File: src/sv/utm_pkg.sv
// Shared types, constants and a helper function of the usage threshold monitor.
package utm_pkg;

    localparam int SLOTS    = 8;
    localparam int SLOT_W   = (SLOTS > 1) ? $clog2(SLOTS) : 1;
    localparam int DVD_W    = 55;
    localparam int DVS_W    = 48;
    localparam int CNT_W    = $clog2(DVD_W + 1);
    localparam logic [9:0] PCT_MAX = 10'd1023;

    typedef enum logic [1:0] {
        PH_NORMAL   = 2'd0,
        PH_EXCEEDED = 2'd1,
        PH_RECEDED  = 2'd2
    } phase_t;

    typedef enum logic {
        OP_SAMPLE = 1'b0,
        OP_LOAD   = 1'b1
    } opcode_t;

    typedef enum logic {
        KIND_MEM = 1'b0,
        KIND_CPU = 1'b1
    } kind_t;

    typedef enum logic {
        DIR_EXCEEDED = 1'b0,
        DIR_RECEDED  = 1'b1
    } dir_t;

    typedef enum logic [2:0] {
        ST_IDLE,
        ST_READ,
        ST_DIV,
        ST_EVAL
    } state_t;

    typedef struct packed {
        logic        opcode;
        logic [2:0]  slot;
        logic        mem_check;
        logic        cpu_check;
        logic [19:0] memory_mb;
        logic [47:0] app_ticks;
        logic [47:0] total_ticks;
        logic [39:0] time_ms;
        logic        end_of_round;
        logic [19:0] limit_mb;
        logic [9:0]  limit_percent;
        logic [15:0] hold_seconds;
    } sample_t;

    typedef struct packed {
        logic        event_kind;
        logic        direction;
        logic [2:0]  event_slot;
        logic [19:0] event_value;
        logic        last_event;
    } report_t;

    typedef struct packed {
        logic [15:0] hold_seconds;
        logic [9:0]  limit_percent;
        logic [19:0] limit_mb;
        logic [19:0] mem_latched;
        phase_t      cpu_phase;
        logic [47:0] prev_app_ticks;
        logic [39:0] phase_start_ms;
        logic [9:0]  latched_percent;
        logic        event_sent;
    } slot_entry_t;

    // x / 20 as (x / 4) * 52429 / 2^18, exact for every 18-bit quarter.
    function automatic logic [19:0] div20(input logic [19:0] x);
        logic [33:0] prod;
        begin
            prod = 34'(x[19:2]) * 34'(52429);
            return 20'(prod[33:18]);
        end
    endfunction

endpackage

File: src/sv/usage_threshold_monitor_unit.sv
// Top level of the usage threshold monitor.
// Per-slot memory and CPU usage watchdog. A load beat is written when it is accepted
// and the block is ready again in the next cycle. A sample beat runs the divider only
// when a CPU percent is computed: the percent comes from a restoring divider that
// retires one quotient bit a cycle over a 55-bit dividend. Slot state sits in one
// synchronous memory, read when the beat is accepted and written back at the end.
// Up to two report beats per sample (memory event first) wait in an output buffer; a
// new sample is accepted while they wait, and its results are written once it empties.
module usage_threshold_monitor_unit (
    input  logic             clk,
    input  logic             rst_n,
    input  logic             sample_valid,
    output logic             sample_stall,
    input  utm_pkg::sample_t sample_beat,
    output logic             report_valid,
    input  logic             report_stall,
    output utm_pkg::report_t report_beat
);

    utm_pkg::state_t state_reg, state_next;

    utm_pkg::slot_entry_t mem_array [utm_pkg::SLOTS];
    utm_pkg::slot_entry_t rd_data_reg;
    logic [utm_pkg::SLOTS-1:0] valid_reg;
    logic rd_valid_reg;

    utm_pkg::sample_t req_reg;
    utm_pkg::slot_entry_t ent_reg, ent_next;
    logic [47:0] prev_total_reg;

    logic [utm_pkg::DVD_W-1:0] dvd_reg, dvd_next;
    logic [utm_pkg::DVS_W-1:0] dvs_reg, dvs_next;
    logic [utm_pkg::DVS_W-1:0] rem_reg, rem_next;
    logic [utm_pkg::DVD_W-1:0] quo_reg, quo_next;
    logic [utm_pkg::CNT_W-1:0] cnt_reg, cnt_next;

    logic [39:0] elapsed_reg, elapsed_next;
    logic [25:0] hold_ms_reg, hold_ms_next;
    logic [19:0] mem_thr_reg, mem_thr_next;
    logic [9:0]  pct_thr_reg, pct_thr_next;
    logic        pt_nz_reg, pt_nz_next;
    logic        pa_nz_reg, pa_nz_next;
    logic        ratio_ok_reg, ratio_ok_next;

    utm_pkg::report_t res_reg [2];
    logic [1:0] res_cnt_reg;

    logic accept, take;
    logic do_write, do_load;
    utm_pkg::slot_entry_t wr_entry;
    logic [utm_pkg::SLOT_W-1:0] wr_addr;
    logic [utm_pkg::SLOT_W-1:0] rd_addr;

    logic evt_mem, evt_cpu;
    utm_pkg::report_t rep_mem, rep_cpu;

    logic [48:0] rem_sh;
    logic        rem_ge;
    logic [9:0]  pct;
    utm_pkg::slot_entry_t cur;

    assign accept       = sample_valid && !sample_stall;
    assign take         = report_valid && !report_stall;
    assign sample_stall = (state_reg != utm_pkg::ST_IDLE);
    assign report_valid = (res_cnt_reg != 2'd0);
    assign report_beat  = res_reg[0];
    assign do_load      = accept && (sample_beat.opcode == utm_pkg::OP_LOAD);
    assign rd_addr      = sample_beat.slot[utm_pkg::SLOT_W-1:0];

    // Restoring divider step.
    assign rem_sh = {rem_reg, dvd_reg[utm_pkg::DVD_W-1]};
    assign rem_ge = (rem_sh >= {1'b0, dvs_reg});

    always_comb
    begin
        cur = rd_valid_reg ? rd_data_reg : '0;
        pct = '0;
        if (ratio_ok_reg)
        begin
            pct = (quo_reg > utm_pkg::DVD_W'(utm_pkg::PCT_MAX)) ? utm_pkg::PCT_MAX
                                                               : quo_reg[9:0];
        end
    end

    always_comb
    begin
        utm_pkg::phase_t ph;
        logic [47:0] usage;
        logic hold_met;
        state_next    = state_reg;
        ent_next      = ent_reg;
        dvd_next      = dvd_reg;
        dvs_next      = dvs_reg;
        rem_next      = rem_reg;
        quo_next      = quo_reg;
        cnt_next      = cnt_reg;
        elapsed_next  = elapsed_reg;
        hold_ms_next  = hold_ms_reg;
        mem_thr_next  = mem_thr_reg;
        pct_thr_next  = pct_thr_reg;
        pt_nz_next    = pt_nz_reg;
        pa_nz_next    = pa_nz_reg;
        ratio_ok_next = ratio_ok_reg;
        evt_mem       = 1'b0;
        evt_cpu       = 1'b0;
        rep_mem       = '0;
        rep_cpu       = '0;
        do_write      = 1'b0;
        wr_entry      = '0;
        wr_addr       = rd_addr;
        ph            = utm_pkg::PH_NORMAL;
        usage         = '0;
        hold_met      = 1'b0;

        case (state_reg)
            utm_pkg::ST_IDLE:
            begin
                if (do_load)
                begin
                    do_write               = 1'b1;
                    wr_entry.limit_mb      = sample_beat.limit_mb;
                    wr_entry.limit_percent = sample_beat.limit_percent;
                    wr_entry.hold_seconds  = sample_beat.hold_seconds;
                    wr_entry.cpu_phase     = utm_pkg::PH_NORMAL;
                end
                else if (accept)
                begin
                    state_next = utm_pkg::ST_READ;
                end
            end
            utm_pkg::ST_READ:
            begin
                ent_next      = cur;
                pt_nz_next    = (prev_total_reg != '0);
                pa_nz_next    = (cur.prev_app_ticks != '0);
                ratio_ok_next = (req_reg.app_ticks >= cur.prev_app_ticks) &&
                                (req_reg.total_ticks > prev_total_reg);
                dvd_next      = utm_pkg::DVD_W'(req_reg.app_ticks - cur.prev_app_ticks) *
                                utm_pkg::DVD_W'(100);
                dvs_next      = req_reg.total_ticks - prev_total_reg;
                rem_next      = '0;
                quo_next      = '0;
                cnt_next      = '0;
                elapsed_next  = (req_reg.time_ms >= cur.phase_start_ms) ?
                                req_reg.time_ms - cur.phase_start_ms : '0;
                hold_ms_next  = 26'(cur.hold_seconds) * 26'(1000);
                mem_thr_next  = cur.mem_latched - utm_pkg::div20(cur.mem_latched);
                pct_thr_next  = cur.latched_percent -
                                10'(utm_pkg::div20(20'(cur.latched_percent)));
                if (req_reg.cpu_check && ratio_ok_next && pt_nz_next && pa_nz_next)
                    state_next = utm_pkg::ST_DIV;
                else
                    state_next = utm_pkg::ST_EVAL;
            end
            utm_pkg::ST_DIV:
            begin
                rem_next = rem_ge ? utm_pkg::DVS_W'(rem_sh - {1'b0, dvs_reg})
                                  : rem_sh[utm_pkg::DVS_W-1:0];
                quo_next = {quo_reg[utm_pkg::DVD_W-2:0], rem_ge};
                dvd_next = {dvd_reg[utm_pkg::DVD_W-2:0], 1'b0};
                cnt_next = cnt_reg + 1'b1;
                if (cnt_reg == utm_pkg::CNT_W'(utm_pkg::DVD_W - 1))
                    state_next = utm_pkg::ST_EVAL;
            end
            utm_pkg::ST_EVAL:
            begin
                // Results go out only into an empty buffer.
                if (res_cnt_reg == 2'd0)
                begin
                    wr_entry = ent_reg;
                    wr_addr  = req_reg.slot[utm_pkg::SLOT_W-1:0];
                    do_write = 1'b1;
                    hold_met = (elapsed_reg >= 40'(hold_ms_reg));

                    if (req_reg.mem_check)
                    begin
                        if (req_reg.memory_mb >= ent_reg.limit_mb)
                        begin
                            if (ent_reg.mem_latched == '0)
                            begin
                                wr_entry.mem_latched = req_reg.memory_mb;
                                evt_mem = 1'b1;
                                rep_mem.direction = utm_pkg::DIR_EXCEEDED;
                            end
                        end
                        else if (ent_reg.mem_latched != '0 && req_reg.memory_mb < mem_thr_reg)
                        begin
                            wr_entry.mem_latched = '0;
                            evt_mem = 1'b1;
                            rep_mem.direction = utm_pkg::DIR_RECEDED;
                        end
                        rep_mem.event_kind  = utm_pkg::KIND_MEM;
                        rep_mem.event_slot  = req_reg.slot;
                        rep_mem.event_value = req_reg.memory_mb;
                    end

                    if (req_reg.cpu_check)
                    begin
                        usage = pt_nz_reg ? req_reg.app_ticks : '0;
                        if (pt_nz_reg && pa_nz_reg)
                        begin
                            case (ent_reg.cpu_phase)
                                utm_pkg::PH_EXCEEDED: ph = utm_pkg::PH_EXCEEDED;
                                utm_pkg::PH_RECEDED:  ph = utm_pkg::PH_RECEDED;
                                default:              ph = utm_pkg::PH_NORMAL;
                            endcase
                            rep_cpu.event_kind  = utm_pkg::KIND_CPU;
                            rep_cpu.event_slot  = req_reg.slot;
                            rep_cpu.event_value = 20'(pct);
                            if (pct >= ent_reg.limit_percent)
                            begin
                                if (ph == utm_pkg::PH_NORMAL)
                                begin
                                    ph = utm_pkg::PH_EXCEEDED;
                                    wr_entry.phase_start_ms  = req_reg.time_ms;
                                    wr_entry.latched_percent = pct;
                                    wr_entry.event_sent      = 1'b0;
                                end
                                else if (ph == utm_pkg::PH_EXCEEDED)
                                begin
                                    if (!ent_reg.event_sent && hold_met)
                                    begin
                                        evt_cpu = 1'b1;
                                        rep_cpu.direction   = utm_pkg::DIR_EXCEEDED;
                                        wr_entry.event_sent = 1'b1;
                                    end
                                end
                                else
                                begin
                                    ph = utm_pkg::PH_EXCEEDED;
                                end
                            end
                            else if (ph == utm_pkg::PH_EXCEEDED)
                            begin
                                if (!ent_reg.event_sent)
                                begin
                                    ph = utm_pkg::PH_NORMAL;
                                end
                                else if (pct < pct_thr_reg)
                                begin
                                    ph = utm_pkg::PH_RECEDED;
                                    wr_entry.phase_start_ms = req_reg.time_ms;
                                end
                            end
                            else if (ph == utm_pkg::PH_RECEDED)
                            begin
                                if (pct < pct_thr_reg)
                                begin
                                    if (hold_met)
                                    begin
                                        evt_cpu = 1'b1;
                                        rep_cpu.direction = utm_pkg::DIR_RECEDED;
                                        ph = utm_pkg::PH_NORMAL;
                                    end
                                end
                                else
                                begin
                                    ph = utm_pkg::PH_EXCEEDED;
                                end
                            end
                            wr_entry.cpu_phase = ph;
                        end
                        wr_entry.prev_app_ticks = usage;
                    end
                    state_next = utm_pkg::ST_IDLE;
                end
            end
            default:
            begin
                state_next = utm_pkg::ST_IDLE;
            end
        endcase
    end

    // Slot state memory.
    always_ff @(posedge clk)
    begin
        if (do_write)
            mem_array[wr_addr] <= wr_entry;
        rd_data_reg <= mem_array[rd_addr];
    end

    always_ff @(posedge clk)
    begin
        if (accept)
            req_reg <= sample_beat;
        ent_reg      <= ent_next;
        dvd_reg      <= dvd_next;
        dvs_reg      <= dvs_next;
        rem_reg      <= rem_next;
        quo_reg      <= quo_next;
        elapsed_reg  <= elapsed_next;
        hold_ms_reg  <= hold_ms_next;
        mem_thr_reg  <= mem_thr_next;
        pct_thr_reg  <= pct_thr_next;
        pt_nz_reg    <= pt_nz_next;
        pa_nz_reg    <= pa_nz_next;
        ratio_ok_reg <= ratio_ok_next;
    end

    always_ff @(posedge clk or negedge rst_n)
    begin
        if (!rst_n)
        begin
            state_reg      <= utm_pkg::ST_IDLE;
            valid_reg      <= '0;
            rd_valid_reg   <= 1'b0;
            prev_total_reg <= '0;
            cnt_reg        <= '0;
            res_cnt_reg    <= '0;
            res_reg[0]     <= '0;
            res_reg[1]     <= '0;
        end
        else
        begin
            state_reg    <= state_next;
            cnt_reg      <= cnt_next;
            rd_valid_reg <= valid_reg[rd_addr];
            if (do_write)
                valid_reg[wr_addr] <= 1'b1;

            if (do_load)
                prev_total_reg <= '0;
            else if (state_reg == utm_pkg::ST_EVAL && do_write &&
                     req_reg.cpu_check && req_reg.end_of_round)
                prev_total_reg <= req_reg.total_ticks;

            if (state_reg == utm_pkg::ST_EVAL && do_write)
            begin
                if (evt_mem && evt_cpu)
                begin
                    res_reg[0] <= rep_mem;
                    res_reg[1] <= '{event_kind: rep_cpu.event_kind,
                                    direction: rep_cpu.direction,
                                    event_slot: rep_cpu.event_slot,
                                    event_value: rep_cpu.event_value,
                                    last_event: 1'b1};
                    res_cnt_reg <= 2'd2;
                end
                else if (evt_mem)
                begin
                    res_reg[0] <= '{event_kind: rep_mem.event_kind,
                                    direction: rep_mem.direction,
                                    event_slot: rep_mem.event_slot,
                                    event_value: rep_mem.event_value,
                                    last_event: 1'b1};
                    res_cnt_reg <= 2'd1;
                end
                else if (evt_cpu)
                begin
                    res_reg[0] <= '{event_kind: rep_cpu.event_kind,
                                    direction: rep_cpu.direction,
                                    event_slot: rep_cpu.event_slot,
                                    event_value: rep_cpu.event_value,
                                    last_event: 1'b1};
                    res_cnt_reg <= 2'd1;
                end
            end
            else if (take)
            begin
                res_reg[0]  <= res_reg[1];
                res_cnt_reg <= res_cnt_reg - 2'd1;
            end
        end
    end

endmodule

File: config.mk
export PLATFORM = sky130hd
export DESIGN_NAME = usage_threshold_monitor_unit
export DESIGN_NICKNAME = d
export VERILOG_FILES = /design/src/sv/utm_pkg.sv /design/src/sv/usage_threshold_monitor_unit.sv
export SDC_FILE = /design/constraint.sdc
export NUM_CORES = 2
export LEC_CHECK = 0
export BUFFER_PORTS_ARGS = -buffer_cell sky130_fd_sc_hd__buf_4
export CORE_MARGIN = 5
export CORE_UTILIZATION = 45
export DETAILED_ROUTE_END_ITERATION = 8
export PLACE_DENSITY_LB_ADDON = 0.3
export REMOVE_ABC_BUFFERS = 1
export SLEW_MARGIN = 10
export SYNTH_ARGS = -nofsm -noshare
export SYNTH_HDL_FRONTEND = slang
export SYNTH_SLANG_ARGS = --single-unit
File: constraint.sdc
create_clock -name clk -period 18.98 [get_ports clk]
set_clock_uncertainty 0.2 [all_clocks]
set_input_delay 4.745 -clock clk [delete_from_list [all_inputs] [get_ports clk]]
set_output_delay 4.745 -clock clk [all_outputs]
set_load 0.03 [all_outputs]
# ---- After elaboration in Yosys (flattened, before gate mapping)
# Memories as Yosys holds them, arrays and structs flattened. A register that Yosys moved wholly into a read port is not among the register bits.
# Cells that the tools add are included.
dict set report totals {
  ff_bits 751
  latchBits 0
  ram_bits 1336
  mem_bits_ro 0
  inputBits 213
  mem_count 1
}
# memory words width read_ports rd_ports_with_merged_regs wr line_no
set mem_list {}
lappend mem_list {mem_array 8 167 1 1 1 usage_threshold_monitor_unit.sv:22} ;# utm_pkg::slot_entry_t mem_array [utm_pkg::SLOTS];
dict set report classes {
  add_sub_neg 8
  mul 4
  div 0
  n_lt_le_gt_ge 13
  eq_ne 13
  shifts 0
  muxes 101
  bitwise 1
  reduce_logical 33
}
# cell count
set ops {}
lappend ops {{$mux W167} 2}
lappend ops {{$pmux W55 S2} 2}
lappend ops {{$mux W48} 4}
lappend ops {{$mux W40} 4}
lappend ops {{$mux W26} 5}
lappend ops {{$mux W101} 1}
lappend ops {{$mux W20} 5}
lappend ops {{$mux W25} 4}
lappend ops {{$mux W99} 1}
lappend ops {{$pmux W48 S2} 1}
lappend ops {{$reduce_bool A48 Y1} 2}
lappend ops {{$sub A48 B48 Y48} 2}
lappend ops {{$pmux W46 S2} 1}
lappend ops {{$mux W24} 3}
lappend ops {{$gt A55 B10 Y1 const B} 1}
lappend ops {{$mul A55 B5 Y53 const B} 1}
lappend ops {{$mux W51} 1}
lappend ops {{$mux W50} 1}
lappend ops {{$ge A49 B48 Y1} 1}
lappend ops {{$sub A48 B48 Y49} 1}
lappend ops {{$ge A48 B48 Y1} 1}
lappend ops {{$gt A48 B48 Y1} 1}
lappend ops {{$mux W46} 1}
lappend ops {{$ge A40 B26 Y1} 1}
lappend ops {{44 further kinds} 126}

# ---- Logic depth before layout (Yosys ltp)
dict set report depth {
  ltp_word 18
  ltp_mapped 38
  mapped_depth_nobuf 34
}

# ---- Least setup slack after synthesis
# No wires, ideal clock.
dict set report synth_timing {
  kind {input port to flip-flop}
  from {input sample_beat[205] (netlist bit)}
  to {register valid_reg[7] (netlist bit)}
  setup_time_ns 0.138
  arrival_ns 18.609
  required_time_ns 18.642
  slack_ns 0.033
  stages 7
  path_buffers 3
  cell_sequence {clkbuf_1 clkbuf_1 buf_1 nand3_1 a21o_1 nor3_1 or2_2}
}
dict set report synth_between {
  elab_chain_len 7
  elab_cells_between_ends 8
}
# element line_no
set synth_rtl {}
lappend synth_rtl {{start: declaration} usage_threshold_monitor_unit.sv:14} ;# input utm_pkg::sample_t sample_beat,
lappend synth_rtl {{$mux W3} usage_threshold_monitor_unit.sv:168} ;# if (res_cnt_reg == 2'd0)
lappend synth_rtl {{$mux W3 *} usage_threshold_monitor_unit.sv:115} ;# case (state_reg)
lappend synth_rtl {{$lt A3 B4 Y1 (not written as such) or $ge A3 B1 Y1 (tied branches)} usage_threshold_monitor_unit.sv:320} ;# valid_reg[wr_addr] <= 1'b1;
lappend synth_rtl {{$logic_and A1 B1 Y1 (not written as such)} usage_threshold_monitor_unit.sv:320}
lappend synth_rtl {{$mux W1 (not written as such)} usage_threshold_monitor_unit.sv:320}
lappend synth_rtl {{$demux W1 S3 *} usage_threshold_monitor_unit.sv:320}
lappend synth_rtl {{$or A8 B8 Y8 (no line) *} --}
lappend synth_rtl {{end signal: assignment} usage_threshold_monitor_unit.sv:306} ;# valid_reg <= '0;
lappend synth_rtl {{end signal: indexed assignment} usage_threshold_monitor_unit.sv:320}
lappend synth_rtl {{end: declaration} usage_threshold_monitor_unit.sv:24} ;# logic [utm_pkg::SLOTS-1:0] valid_reg;
# Mark *: on every way between the ends. The rest lies on a longest branch, timed or not.
# A chain may end at the register's enable or synchronous reset.

==> impl_metrics.ini <==
[global_route]
grt_max_degree = 123
track_usage_pct = 20.3
gr-total-overflow = 0
antenna_found_initial = 4
grt_first_pass_wirelength_um = 401000
grt_pass1_vias = 65900

[detailed_routing]
via_per_inst = 5.61
drt-met1-wl_um = 119000
first_iter_violations = 5393
post_drt_wl_per_cell_um = 22.9
met2WireLength_um = 123000
drt_drc_violations_left = 0
topRoutingLayerUsed = met5
drtAntennaViolNets = 0
totalWireLength_um = 263000
wl_met3_um = 14300
vias = 64400
drt-pass1-iter-count = 7

[clock_tree]
htree_levels = 4
cts_root_buf = clkbuf_16
cts_buffers = 228
cts_resized = 0
hold_buffers = 0
clock_sinks = 2239
post_cts_buffers = 0
clk_pin_slew_worst_paths_ps = 60
cts_tree = done
clockBufferDepth = 3
clk_latency_ps = 890

[synth]
avgSynthCellArea_sq_um = 14.1
synthArstFlopShare_pct = 4.87
netlist_instances = 7821
synth_cell_type_count = 94
syn_area_sq_um = 110000
yosysSeqAreaShare_pct = 59.1
synth-seq-cells = 2239
ys.flop_type = edfxtp_1
synth-edff-count = 1963
synth_warnings = 0

[place]
hpwl_um = 170000
gp_congestion = 0.911
portBuffers = 240

[die]
die_w_um = 505
core_area_sq_um = 243000
start_util_pct = 45.2
io-pin-count = 241
die_h_um = 505
dieArea_sq_um = 255000
rows = 181

[timing]
layout_worst_path_cycle_share_pct = 47.7
final-setup-viol-count = 0
slew_headroom_pct = 12.8
rsz0062_at_grt = no
tightest_slew_ps = 1300
tns_ps = 0
timing.fmax_ghz = 0.110
hold_viol = 0
finalMaxSlewViolations = 0
post-route-min-period_ps = 9060

[finish]
nets = 9174
syn_to_final_growth_pct = 12.0
largest_reg_flops = 1336
drive_gt1_share_pct = 15.4
final_common_cell = edfxtp_1
nFillCells = 20300
layout_common_cells = 1963 x edfxtp_1, 841 x inv_1, 674 x ha_1

[worst_setup_path]
crit_required_ps = 19330
critPathKind = register to register
critPathArrivalTime_ps = 9410
max_stage_delay_ps = 670
cpMaxStageDelayCell = dfrtp_4
startpoint_type = register
crit_top_cell = a21oi_1
end_kind = register
critPathMaxFanout = 48

[run_status]
outcome = finished clean

[flow_run]
drv_cap = 0

[worst_hold_path]
hold_path_class = register to register
[synthesized netlist by cell type (54+ instances only)]
| cell type | count | area [sq um] |
|---|---|---|
| a22oi_1 | 66 | 495 |
| buf_1 | 55 | 206 |
| clkbuf_1 | 184 | 691 |
| nand4_1 | 63 | 394 |
| o21ai_0 | 214 | 1070 |
| nor3_1 | 54 | 270 |
| o21a_1 | 55 | 413 |
| mux2i_1 | 58 | 581 |
| inv_1 | 841 | 3160 |
| xor2_1 | 108 | 946 |
| mux4_2 | 336 | 7570 |
| edfxtp_1 | 1963 | 58900 |
| mux2_2 | 196 | 2210 |
| a21oi_1 | 352 | 1760 |
| a22o_1 | 58 | 508 |
| a21o_1 | 191 | 1430 |
| ha_1 | 677 | 8470 |
| dfrtp_1 | 109 | 2730 |
| nor4_1 | 55 | 344 |
| nand2_1 | 379 | 1420 |
| dfxtp_1 | 167 | 3340 |
| xnor2_1 | 164 | 1440 |
| nor2b_1 | 99 | 619 |
| fa_1 | 217 | 4340 |
| nand3_1 | 90 | 450 |
| nor2_1 | 419 | 1570 |
| and2_1 | 144 | 901 |
[metrics by stage]
| step | hold WS (ps) | instance area [sq um] | cells | setup WS (ps) | utilization (%) |
|---|---|---|---|---|---|
| after detailed placement | 253 | 115000 | 11000 | 9490 | 47.4 |
| after floorplan | 234 | 109000 | 7535 | 112 | - |
| after CTS | 269 | 123000 | 11500 | 9920 | 50.6 |
| after global routing | 277 | 123000 | 11500 | 9370 | 50.6 |
| after global placement | 246 | 115000 | 11000 | 9580 | 47.4 |
| final | 267 | 123000 | 11500 | 9920 | 50.6 |
[metal layers]
metal  up-vias  global-route usage, %
li1      29300                      -
met1     32700                   29.1
met2      1933                   32.9
met3       391                   2.64
met4         2                   5.50
met5         -                      0
[critical path: cells and delay by family (launching register included)]
family / cells / cell delay [ps]
adders and majority gates: 6 / 2160
AOI/OAI and AO/OA: 18 / 3670
buffers and inverters: 4 / 710
xor gates and xnor gates: 2 / 280
and+or+nand+nor: 5 / 1080
DFF: 1 / 670
[path summary, 6_finish.rpt]
path / slack, ps / to / start / cells after the start
min in group asynchronous: 3740 / prev_total_reg[25] / rst_n / 1
setup reg to reg: 9920 / dvd_reg[54] / rd_valid_reg / 35
setup / recovery: 9920 / dvd_reg[54] / rd_valid_reg / 35
hold reg to reg: 270 / valid_reg[7] / valid_reg[7] / 1
max in group asynchronous: 13430 / rd_valid_reg / rst_n / 2
hold / removal: 270 / valid_reg[7] / valid_reg[7] / 1
[cell type report]
type / count / area [sq um] / area share (%)
inverter: 842 / 3160 / 2.56
antenna: 2 / 5.00 / 0.00406
timing repair buffer: 302 / 2380 / 1.93
tap: 3202 / 4010 / 3.25
clock buffer: 311 / 6340 / 5.14
clock inverter: 123 / 1490 / 1.21
multi-input combinational: 4454 / 40900 / 33.2
sequential: 2239 / 65000 / 52.7
[kinds of logic (layout without fill, tap and decap cells)]
kind of cell,Yosys count,in the layout,share of synthesized area [%]
flops,2239,2239,59.1
fa+ha+maj,895,895,11.6
simple gates,1469,1469,6.45
other cells,0,2,0
mux,590,590,9.40
compound gates,1228,1228,7.30
buf+inv,1128,1578,3.98
xor+xnor,272,272,2.16
Power is not shown: default switching activity piles up to over one toggle a cycle in this logic, so the estimate is an artifact.
